<file path="src/design/sfcs_pkg.sv">
// shared types, codes and constants of the spi flash command sequencer
package sfcs_pkg;

	localparam int unsigned PAGE_BYTES = 256;
	localparam int unsigned MAX_RES = 12;
	localparam int unsigned CNT_W = $clog2(MAX_RES + 1);
	localparam int unsigned IDX_W = $clog2(MAX_RES);

	// request and byte codes on the input side
	localparam logic [2:0] CMD_ID       = 3'd0;
	localparam logic [2:0] CMD_STATUS   = 3'd1;
	localparam logic [2:0] CMD_WREN     = 3'd2;
	localparam logic [2:0] CMD_READ     = 3'd3;
	localparam logic [2:0] CMD_PROG     = 3'd4;
	localparam logic [2:0] CMD_ERASE    = 3'd5;
	localparam logic [2:0] CMD_PAYLOAD  = 3'd6;
	localparam logic [2:0] CMD_RETURNED = 3'd7;

	// bus actions on the output side
	localparam logic [2:0] ACT_CS_LOW  = 3'd0;
	localparam logic [2:0] ACT_SEND    = 3'd1;
	localparam logic [2:0] ACT_SLOT    = 3'd2;
	localparam logic [2:0] ACT_CS_HIGH = 3'd3;
	localparam logic [2:0] ACT_HOST    = 3'd4;
	localparam logic [2:0] ACT_DONE    = 3'd5;

	localparam logic [1:0] ST_OK      = 2'd0;
	localparam logic [1:0] ST_REJECT  = 2'd1;
	localparam logic [1:0] ST_TIMEOUT = 2'd2;

	// flash opcodes
	localparam logic [7:0] OPC_RDID  = 8'h9F;
	localparam logic [7:0] OPC_RDSR  = 8'h05;
	localparam logic [7:0] OPC_WREN  = 8'h06;
	localparam logic [7:0] OPC_READ  = 8'h03;
	localparam logic [7:0] OPC_PP    = 8'h02;
	localparam logic [7:0] OPC_SE    = 8'h20;

	// register map, selected by paddr[2]
	localparam logic REG_PROG_LIMIT  = 1'b0;
	localparam logic REG_ERASE_LIMIT = 1'b1;

	localparam logic [23:0] PROG_LIMIT_RST  = 24'd1000000;
	localparam logic [23:0] ERASE_LIMIT_RST = 24'd10000000;

	typedef enum logic [2:0] {
		PH_IDLE,
		PH_ID,
		PH_STAT,
		PH_READ,
		PH_PAY,
		PH_POLL
	} phase_t;

	typedef struct packed {
		logic [2:0]  cmd;
		logic [23:0] address;
		logic [15:0] length;
		logic [7:0]  data_byte;
	} req_item_t;

	typedef struct packed {
		logic [2:0]  action;
		logic [7:0]  bus_byte;
		logic [23:0] value;
		logic [1:0]  status;
		logic        last;
	} res_item_t;

	typedef struct packed {
		logic [2:0] action;
		logic [7:0] bus_byte;
	} ent_t;

	typedef struct packed {
		phase_t      phase;
		logic [2:0]  current_op;
		logic [15:0] bytes_left;
		logic [23:0] polls_done;
		logic [23:0] id_acc;
	} ctx_t;

	typedef struct packed {
		ent_t [MAX_RES-1:0] ent;
		logic [CNT_W-1:0]   cnt;
		logic [23:0]        value;
		logic [1:0]         status;
	} dec_t;

	function automatic ent_t mk(input logic [2:0] act, input logic [7:0] b);
		ent_t e;
		e.action = act;
		e.bus_byte = b;
		return e;
	endfunction

endpackage

</file>
<file path="src/design/sfcs_decode.sv">
// expands one item against the current state into its list of bus actions
module sfcs_decode (
	input  sfcs_pkg::req_item_t item,
	input  sfcs_pkg::ctx_t      st,
	input  logic [23:0]         prog_lim,
	input  logic [23:0]         erase_lim,
	output sfcs_pkg::dec_t      dec,
	output sfcs_pkg::ctx_t      nxt
);
	import sfcs_pkg::*;

	logic [23:0] lim;
	logic [15:0] bl_dec;
	logic [23:0] polls_inc;
	logic [23:0] id_new;
	logic [16:0] page_end;
	logic        prog_bad;

	always_comb begin
		lim = (st.current_op == CMD_ERASE) ? erase_lim : prog_lim;
		bl_dec = st.bytes_left - 16'd1;
		polls_inc = st.polls_done + 24'd1;
		id_new = {st.id_acc[15:0], item.data_byte};
		page_end = 17'(item.address % PAGE_BYTES) + {1'b0, item.length};
		prog_bad = (item.length == 16'd0) || ({1'b0, item.length} > 17'(PAGE_BYTES)) ||
			(page_end > 17'(PAGE_BYTES));

		dec = '0;
		nxt = st;

		if ((item.cmd inside {[CMD_ID:CMD_ERASE]}) && st.phase != PH_IDLE) begin
			dec.ent[0] = mk(ACT_DONE, 8'h00);
			dec.status = ST_REJECT;
			dec.cnt = CNT_W'(1);
		end else begin
			case (item.cmd)
				CMD_ID: begin
					dec.ent[0] = mk(ACT_CS_LOW, 8'h00);
					dec.ent[1] = mk(ACT_SEND, OPC_RDID);
					dec.ent[2] = mk(ACT_SLOT, 8'h00);
					dec.cnt = CNT_W'(3);
					nxt.id_acc = '0;
					nxt.bytes_left = 16'd3;
					nxt.phase = PH_ID;
				end
				CMD_STATUS: begin
					dec.ent[0] = mk(ACT_CS_LOW, 8'h00);
					dec.ent[1] = mk(ACT_SEND, OPC_RDSR);
					dec.ent[2] = mk(ACT_SLOT, 8'h00);
					dec.cnt = CNT_W'(3);
					nxt.phase = PH_STAT;
				end
				CMD_WREN: begin
					dec.ent[0] = mk(ACT_CS_LOW, 8'h00);
					dec.ent[1] = mk(ACT_SEND, OPC_WREN);
					dec.ent[2] = mk(ACT_CS_HIGH, 8'h00);
					dec.ent[3] = mk(ACT_DONE, 8'h00);
					dec.cnt = CNT_W'(4);
				end
				CMD_READ: begin
					dec.ent[0] = mk(ACT_CS_LOW, 8'h00);
					dec.ent[1] = mk(ACT_SEND, OPC_READ);
					dec.ent[2] = mk(ACT_SEND, item.address[23:16]);
					dec.ent[3] = mk(ACT_SEND, item.address[15:8]);
					dec.ent[4] = mk(ACT_SEND, item.address[7:0]);
					if (item.length == 16'd0) begin
						dec.ent[5] = mk(ACT_CS_HIGH, 8'h00);
						dec.ent[6] = mk(ACT_DONE, 8'h00);
						dec.cnt = CNT_W'(7);
					end else begin
						dec.ent[5] = mk(ACT_SLOT, 8'h00);
						dec.cnt = CNT_W'(6);
						nxt.bytes_left = item.length;
						nxt.phase = PH_READ;
					end
				end
				CMD_PROG: begin
					if (prog_bad) begin
						dec.ent[0] = mk(ACT_DONE, 8'h00);
						dec.status = ST_REJECT;
						dec.cnt = CNT_W'(1);
					end else begin
						dec.ent[0] = mk(ACT_CS_LOW, 8'h00);
						dec.ent[1] = mk(ACT_SEND, OPC_WREN);
						dec.ent[2] = mk(ACT_CS_HIGH, 8'h00);
						dec.ent[3] = mk(ACT_CS_LOW, 8'h00);
						dec.ent[4] = mk(ACT_SEND, OPC_PP);
						dec.ent[5] = mk(ACT_SEND, item.address[23:16]);
						dec.ent[6] = mk(ACT_SEND, item.address[15:8]);
						dec.ent[7] = mk(ACT_SEND, item.address[7:0]);
						dec.cnt = CNT_W'(8);
						nxt.current_op = CMD_PROG;
						nxt.bytes_left = item.length;
						nxt.phase = PH_PAY;
					end
				end
				CMD_ERASE: begin
					// address masked to its 4 KiB sector
					dec.ent[0] = mk(ACT_CS_LOW, 8'h00);
					dec.ent[1] = mk(ACT_SEND, OPC_WREN);
					dec.ent[2] = mk(ACT_CS_HIGH, 8'h00);
					dec.ent[3] = mk(ACT_CS_LOW, 8'h00);
					dec.ent[4] = mk(ACT_SEND, OPC_SE);
					dec.ent[5] = mk(ACT_SEND, item.address[23:16]);
					dec.ent[6] = mk(ACT_SEND, {item.address[15:12], 4'h0});
					dec.ent[7] = mk(ACT_SEND, 8'h00);
					dec.ent[8] = mk(ACT_CS_HIGH, 8'h00);
					nxt.current_op = CMD_ERASE;
					nxt.polls_done = '0;
					if (erase_lim == 24'd0) begin
						dec.ent[9] = mk(ACT_DONE, 8'h00);
						dec.status = ST_TIMEOUT;
						dec.cnt = CNT_W'(10);
					end else begin
						dec.ent[9] = mk(ACT_CS_LOW, 8'h00);
						dec.ent[10] = mk(ACT_SEND, OPC_RDSR);
						dec.ent[11] = mk(ACT_SLOT, 8'h00);
						dec.cnt = CNT_W'(12);
						nxt.phase = PH_POLL;
					end
				end
				CMD_PAYLOAD: begin
					if (st.phase == PH_PAY) begin
						dec.ent[0] = mk(ACT_SEND, item.data_byte);
						dec.cnt = CNT_W'(1);
						nxt.bytes_left = bl_dec;
						if (bl_dec == 16'd0) begin
							dec.ent[1] = mk(ACT_CS_HIGH, 8'h00);
							nxt.polls_done = '0;
							if (lim == 24'd0) begin
								dec.ent[2] = mk(ACT_DONE, 8'h00);
								dec.status = ST_TIMEOUT;
								dec.cnt = CNT_W'(3);
								nxt.phase = PH_IDLE;
							end else begin
								dec.ent[2] = mk(ACT_CS_LOW, 8'h00);
								dec.ent[3] = mk(ACT_SEND, OPC_RDSR);
								dec.ent[4] = mk(ACT_SLOT, 8'h00);
								dec.cnt = CNT_W'(5);
								nxt.phase = PH_POLL;
							end
						end
					end
				end
				CMD_RETURNED: begin
					case (st.phase)
						PH_ID: begin
							nxt.id_acc = id_new;
							nxt.bytes_left = bl_dec;
							if (bl_dec == 16'd0) begin
								dec.ent[0] = mk(ACT_CS_HIGH, 8'h00);
								dec.ent[1] = mk(ACT_DONE, 8'h00);
								dec.value = id_new;
								dec.cnt = CNT_W'(2);
								nxt.phase = PH_IDLE;
							end else begin
								dec.ent[0] = mk(ACT_SLOT, 8'h00);
								dec.cnt = CNT_W'(1);
							end
						end
						PH_STAT: begin
							dec.ent[0] = mk(ACT_CS_HIGH, 8'h00);
							dec.ent[1] = mk(ACT_DONE, 8'h00);
							dec.value = {16'h0000, item.data_byte};
							dec.cnt = CNT_W'(2);
							nxt.phase = PH_IDLE;
						end
						PH_READ: begin
							dec.ent[0] = mk(ACT_HOST, item.data_byte);
							nxt.bytes_left = bl_dec;
							if (bl_dec == 16'd0) begin
								dec.ent[1] = mk(ACT_CS_HIGH, 8'h00);
								dec.ent[2] = mk(ACT_DONE, 8'h00);
								dec.cnt = CNT_W'(3);
								nxt.phase = PH_IDLE;
							end else begin
								dec.ent[1] = mk(ACT_SLOT, 8'h00);
								dec.cnt = CNT_W'(2);
							end
						end
						PH_POLL: begin
							dec.ent[0] = mk(ACT_CS_HIGH, 8'h00);
							nxt.polls_done = polls_inc;
							if (!item.data_byte[0]) begin
								dec.ent[1] = mk(ACT_DONE, 8'h00);
								dec.value = {16'h0000, item.data_byte};
								dec.cnt = CNT_W'(2);
								nxt.phase = PH_IDLE;
							end else if (polls_inc >= lim) begin
								dec.ent[1] = mk(ACT_DONE, 8'h00);
								dec.value = {16'h0000, item.data_byte};
								dec.status = ST_TIMEOUT;
								dec.cnt = CNT_W'(2);
								nxt.phase = PH_IDLE;
							end else begin
								dec.ent[1] = mk(ACT_CS_LOW, 8'h00);
								dec.ent[2] = mk(ACT_SEND, OPC_RDSR);
								dec.ent[3] = mk(ACT_SLOT, 8'h00);
								dec.cnt = CNT_W'(4);
							end
						end
						default: begin
							// stray returned byte: nothing to do
						end
					endcase
				end
				default: begin
				end
			endcase
		end
	end

endmodule

</file>
<file path="src/design/spi_flash_command_sequencer_core.sv">
// top level of the spi flash command sequencer: input stage, state, action list and apb registers
// an accepted item is held in the input register, then its decoded actions in the action list
// throughput: one result per cycle unless res_stall holds it; each item loads its results,
// up to 12 for a sector erase that starts polling, into the action list
// the next item waits in the input register while the action list drains
// reset: arst_n clears the state to idle and the poll limits to 1000000 and 10000000
module spi_flash_command_sequencer_core (
	input  logic                clk,
	input  logic                arst_n,
	input  logic                psel,
	input  logic                penable,
	input  logic                pwrite,
	input  logic [2:0]          paddr,
	input  logic [31:0]         pwdata,
	output logic [31:0]         prdata,
	output logic                pready,
	input  logic                req_valid,
	output logic                req_stall,
	input  sfcs_pkg::req_item_t req,
	output logic                res_valid,
	input  logic                res_stall,
	output sfcs_pkg::res_item_t res
);
	import sfcs_pkg::*;

	logic [23:0]        prog_lim_q;
	logic [23:0]        erase_lim_q;
	logic               valid_s1;
	req_item_t          item_s1;
	ctx_t               ctx_q;
	ctx_t               ctx_nxt;
	dec_t               dec;
	ent_t [MAX_RES-1:0] ent_q;
	logic [IDX_W-1:0]   idx_q;
	logic [CNT_W-1:0]   rem_q;
	logic [23:0]        val_q;
	logic [1:0]         st_q;
	logic               res_take;
	logic               load;
	logic               cfg_wr;
	ent_t               head;

	// configuration registers
	assign pready = 1'b1;
	assign cfg_wr = psel && penable && pwrite && pready;

	always_ff @(posedge clk or negedge arst_n) begin
		if (!arst_n) begin
			prog_lim_q <= PROG_LIMIT_RST;
			erase_lim_q <= ERASE_LIMIT_RST;
		end else if (cfg_wr) begin
			case (paddr[2])
				REG_PROG_LIMIT:  prog_lim_q <= pwdata[23:0];
				REG_ERASE_LIMIT: erase_lim_q <= pwdata[23:0];
				default: begin
				end
			endcase
		end
	end

	always_comb begin
		case (paddr[2])
			REG_PROG_LIMIT:  prdata = {8'h00, prog_lim_q};
			REG_ERASE_LIMIT: prdata = {8'h00, erase_lim_q};
			default:         prdata = '0;
		endcase
	end

	// the list may be replaced once its final action is taken, or whenever it is empty
	assign res_take = res_valid && !res_stall;
	assign load = valid_s1 && ((rem_q == '0) || (rem_q == CNT_W'(1) && res_take));
	assign req_stall = valid_s1 && !load;

	always_ff @(posedge clk or negedge arst_n) begin
		if (!arst_n) begin
			valid_s1 <= 1'b0;
		end else if (req_valid && !req_stall) begin
			valid_s1 <= 1'b1;
		end else if (load) begin
			valid_s1 <= 1'b0;
		end
	end

	always_ff @(posedge clk) begin
		if (req_valid && !req_stall) begin
			item_s1 <= req;
		end
	end

	sfcs_decode u_decode (
		.item      (item_s1),
		.st        (ctx_q),
		.prog_lim  (prog_lim_q),
		.erase_lim (erase_lim_q),
		.dec       (dec),
		.nxt       (ctx_nxt)
	);

	always_ff @(posedge clk or negedge arst_n) begin
		if (!arst_n) begin
			ctx_q <= '{phase: PH_IDLE, default: '0};
			rem_q <= '0;
			idx_q <= '0;
		end else if (load) begin
			ctx_q <= ctx_nxt;
			rem_q <= dec.cnt;
			idx_q <= '0;
		end else if (res_take) begin
			rem_q <= rem_q - CNT_W'(1);
			idx_q <= idx_q + IDX_W'(1);
		end
	end

	always_ff @(posedge clk) begin
		if (load) begin
			ent_q <= dec.ent;
			val_q <= dec.value;
			st_q <= dec.status;
		end
	end

	// value and status belong to the done action, which is always the last action of its list
	always_comb begin
		head = ent_q[idx_q];
		res_valid = (rem_q != '0);
		res.action = head.action;
		res.bus_byte = head.bus_byte;
		res.value = (head.action == ACT_DONE) ? val_q : 24'h000000;
		res.status = (head.action == ACT_DONE) ? st_q : ST_OK;
		res.last = (rem_q == CNT_W'(1));
	end

	a_rem_bound: assert property (@(posedge clk) disable iff (!arst_n)
		rem_q <= CNT_W'(MAX_RES))
		else $error("action count beyond list size");

	a_done_last: assert property (@(posedge clk) disable iff (!arst_n)
		res_valid && res.action == ACT_DONE |-> res.last)
		else $error("done action not at end of list");

	a_drain: assert property (@(posedge clk) disable iff (!arst_n)
		res_take && res.last && !valid_s1 |=> !res_valid)
		else $error("result shown after list drained");

	a_quiet_fields: assert property (@(posedge clk) disable iff (!arst_n)
		res_valid && res.action != ACT_DONE |-> res.value == 24'h000000 && res.status == ST_OK)
		else $error("value or status set on a non-done action");

	a_load_busy: assert property (@(posedge clk) disable iff (!arst_n)
		load |=> rem_q == $past(dec.cnt))
		else $error("list count lost on load");

endmodule
</file>
<file path="config.mk">
export PLATFORM = sky130hd
export DESIGN_NAME = spi_flash_command_sequencer_core
export DESIGN_NICKNAME = d
export VERILOG_FILES = /design/src/design/sfcs_pkg.sv /design/src/design/sfcs_decode.sv /design/src/design/spi_flash_command_sequencer_core.sv
export SDC_FILE = /design/constraint.sdc
export NUM_CORES = 1
export LEC_CHECK = 0
export BUFFER_PORTS_ARGS = -buffer_cell sky130_fd_sc_hd__clkbuf_2
export CORE_MARGIN = 2
export CORE_UTILIZATION = 64
export CTS_CLUSTER_DIAMETER = 30
export CTS_CLUSTER_SIZE = 8
export DETAILED_ROUTE_END_ITERATION = 6
export HOLD_SLACK_MARGIN = 0.15
export PLACE_DENSITY = 0.83
export SLEW_MARGIN = 20
export SYNTH_ARGS = -nofsm -noshare
export SYNTH_HDL_FRONTEND = slang
export SYNTH_SLANG_ARGS = --single-unit
</file>
<file path="constraint.sdc">
create_clock -name clk -period 10.95 [get_ports clk]
set_clock_uncertainty 0.15 [all_clocks]
set_input_delay 3.285 -clock clk [delete_from_list [all_inputs] [get_ports clk]]
set_output_delay 3.285 -clock clk [all_outputs]
set_load 0.005 [all_outputs]
</file>
==> flow_summary.ini <==
[run_status]
status = completed

[timing]
rsz0062_at_grt = no
finalHoldViolCount = 0
setup_slack_ns = 3.19
finalSetupViolCount = 0
finalCritPeriodShare = 0.709
timing.setup.tns_ns = 0
finalMaxSlewViolations = 0
fmax_mhz = 129
holdWs_ns = 0.322
worst_pin_slew_ns = 1.05
maxSlewHeadroom = 0.282
period_minus_slack_ns = 7.76

[worst_setup_path]
cp_max_fo = 26
cp-end-kind = primary output
crit_required_ns = 7.52
critPathLaunchType = input port
critPathKind = input port to primary output
cp.arrival_ns = 4.33

[placement]
portBuffers = 146
placed_area_um2 = 15500
dp_cells = 1658
dpl.hpwl_mm = 22.9
dp_slack_ns = 3.19
gp_congestion = 0.932

[global_route]
overflow = 0
grt_pass1_wl_mm = 56.4
grt_max_degree = 81
grtUsageTotal = 0.295
grt_pass1_vias = 10900
antenna_found_initial = 1

[floorplanning]
core_um2 = 22600
die_x_um = 155
die_area_um2 = 24100
row_count = 55
ios = 166
initial_core_util = 0.648
fp.dieH_um = 155

[drt]
routed_wirelength_mm = 35.6
wl_per_cell_um = 20.2
drc = 0
via_per_inst = 6.31
drtPass1Iterations = 5
dr.first_iter.drc_count = 1159
vias = 11100
drtAntennaViolNets = 0

[clock_tree]
clk_latency_ns = 0.56
clkSinkCount = 275
ctsHoldBuffers = 0
cts-resized-gates = 0
cts_setup_buffers = 0
cts_tree = yes
clock_path_buffers = 3
clockRootBuffer = clkbuf_16
cts_buffers = 55
clk_pin_slew_worst_paths_ns = 0.05
ctsHtreeMaxLevel = 2

[cells_and_area]
final_area_um2 = 17300
diodes = 0
nNetsFinal = 1563
syn2layout_area_growth_pct = 18.3
drive_gt1_frac = 0.263
final_cells = 1759
fillers = 1364
final_core_utilization = 0.767

[power_and_ir_drop]
power.leakage_nw = 7.20
ir_worst_vdd_mv = 0.160
p_per_area_nw_per_um2 = 262
total_power_mw = 4.53

[synth]
ys_ff_latch = 275
synthCells = 1282
synth_ff_type = edfxtp_1
avgSynthCellArea_um2 = 11.4
synth_edf_count = 157
synth_top_area_cell = edfxtp_1
syn_area_um2 = 14600
synthTopCellsByArea = edfxtp_1, dfrtp_1, mux2_2, and2_1, ha_1
async_flop_share = 0.429
yosysUniqueCellTypes = 84
yosysMostFrequentCell = edfxtp_1
yosysTopAreaCellShare = 0.322
synth_common_cells = edfxtp_1, nand2_1, dfrtp_1, and2_1, mux2_2
ys_seq_area_frac = 0.525
yosys_warnings = 0

[min_path]
hold_path_class = register to register

[run]
maxCapViolCount = 0
path summary, 6_finish.rpt:
check | end | start | depth (start not counted) | slack, ns
min | ctx_q[13] | ctx_q[13] | 2 | 0.32
max in group asynchronous | ctx_q[52] | arst_n | 2 | 6.68
min reg2reg | ctx_q[13] | ctx_q[13] | 2 | 0.32
max | prdata[8] | paddr[2] | 3 | 3.19
min in group asynchronous | prog_lim_q[20] | arst_n | 1 | 2.61
max reg2reg | ctx_q[67] | ctx_q[64] | 12 | 5.98
routing by layer:
metal	global-route usage	wire, um	share of wire
met5	0	13	0.00037
met1	0.400	14300	0.40
met3	0.0624	3000	0.084
met4	0.110	1050	0.029
met2	0.475	17200	0.48
logic make-up after synthesis:
| logic type | after synthesis | share of synthesized area |
|---|---|---|
| AO/OA/AOI/OAI | 226 | 0.105 |
| XOR/XNOR | 33 | 0.0198 |
| adder cells (fa/ha/maj) | 39 | 0.0339 |
| buffers and inverters | 110 | 0.0349 |
| flip-flops | 275 | 0.525 |
| multiplexers | 128 | 0.106 |
| other | 2 | 0.000513 |
| AND/OR/NAND/NOR | 469 | 0.174 |
where the power goes:
part,internal [mW],total [mW],switching (mW)
logic,0.509,1.28,0.767
clock network,1.08,1.62,0.538
registers,1.43,1.63,0.203
registers in the layout, summed over array words and instances, names as in the netlist:
name         count
ent_q           80
ctx_q           61
item_s1         51
erase_lim_q     24
prog_lim_q      24
val_q           24
idx_q            4
rem_q            4
st_q             2
valid_s1         1
layout make-up:
cell class	instances	area (um^2)	area share
clock buffer	67	1450	0.0839
clock inverter	33	375	0.0217
inverter	36	138	0.00795
multi-input combinational	904	6470	0.374
sequential	275	7690	0.444
tap	285	357	0.0206
timing repair buffer	159	831	0.0480
layout by cell type, fill, tap and decap left out, types with 17 or more instances in the layout:
| cell type | Yosys | final |
|---|---|---|
| nor2_1 | 75 | 73 |
| mux2_2 | 76 | 76 |
| nor4_1 | 17 | 17 |
| nor3_1 | 30 | 30 |
| xnor2_1 | 22 | 22 |
| ha_1 | 38 | 38 |
| nand3_1 | 38 | 38 |
| clkbuf_2 | 1 | 145 |
| a21oi_1 | 39 | 39 |
| inv_1 | 34 | 33 |
| dfrtp_1 | 103 | 103 |
| mux2i_1 | 37 | 37 |
| clkbuf_16 | 0 | 56 |
| and2_1 | 101 | 100 |
| edfxtp_1 | 157 | 157 |
| o21ai_0 | 52 | 52 |
| nand2_1 | 121 | 121 |
critical path: stages:
cell and delay [ns]:
clkbuf_2 0.50, mux2_2 0.41, clkbuf_2 0.12
Note: power is estimated with default switching activity, not from simulation.
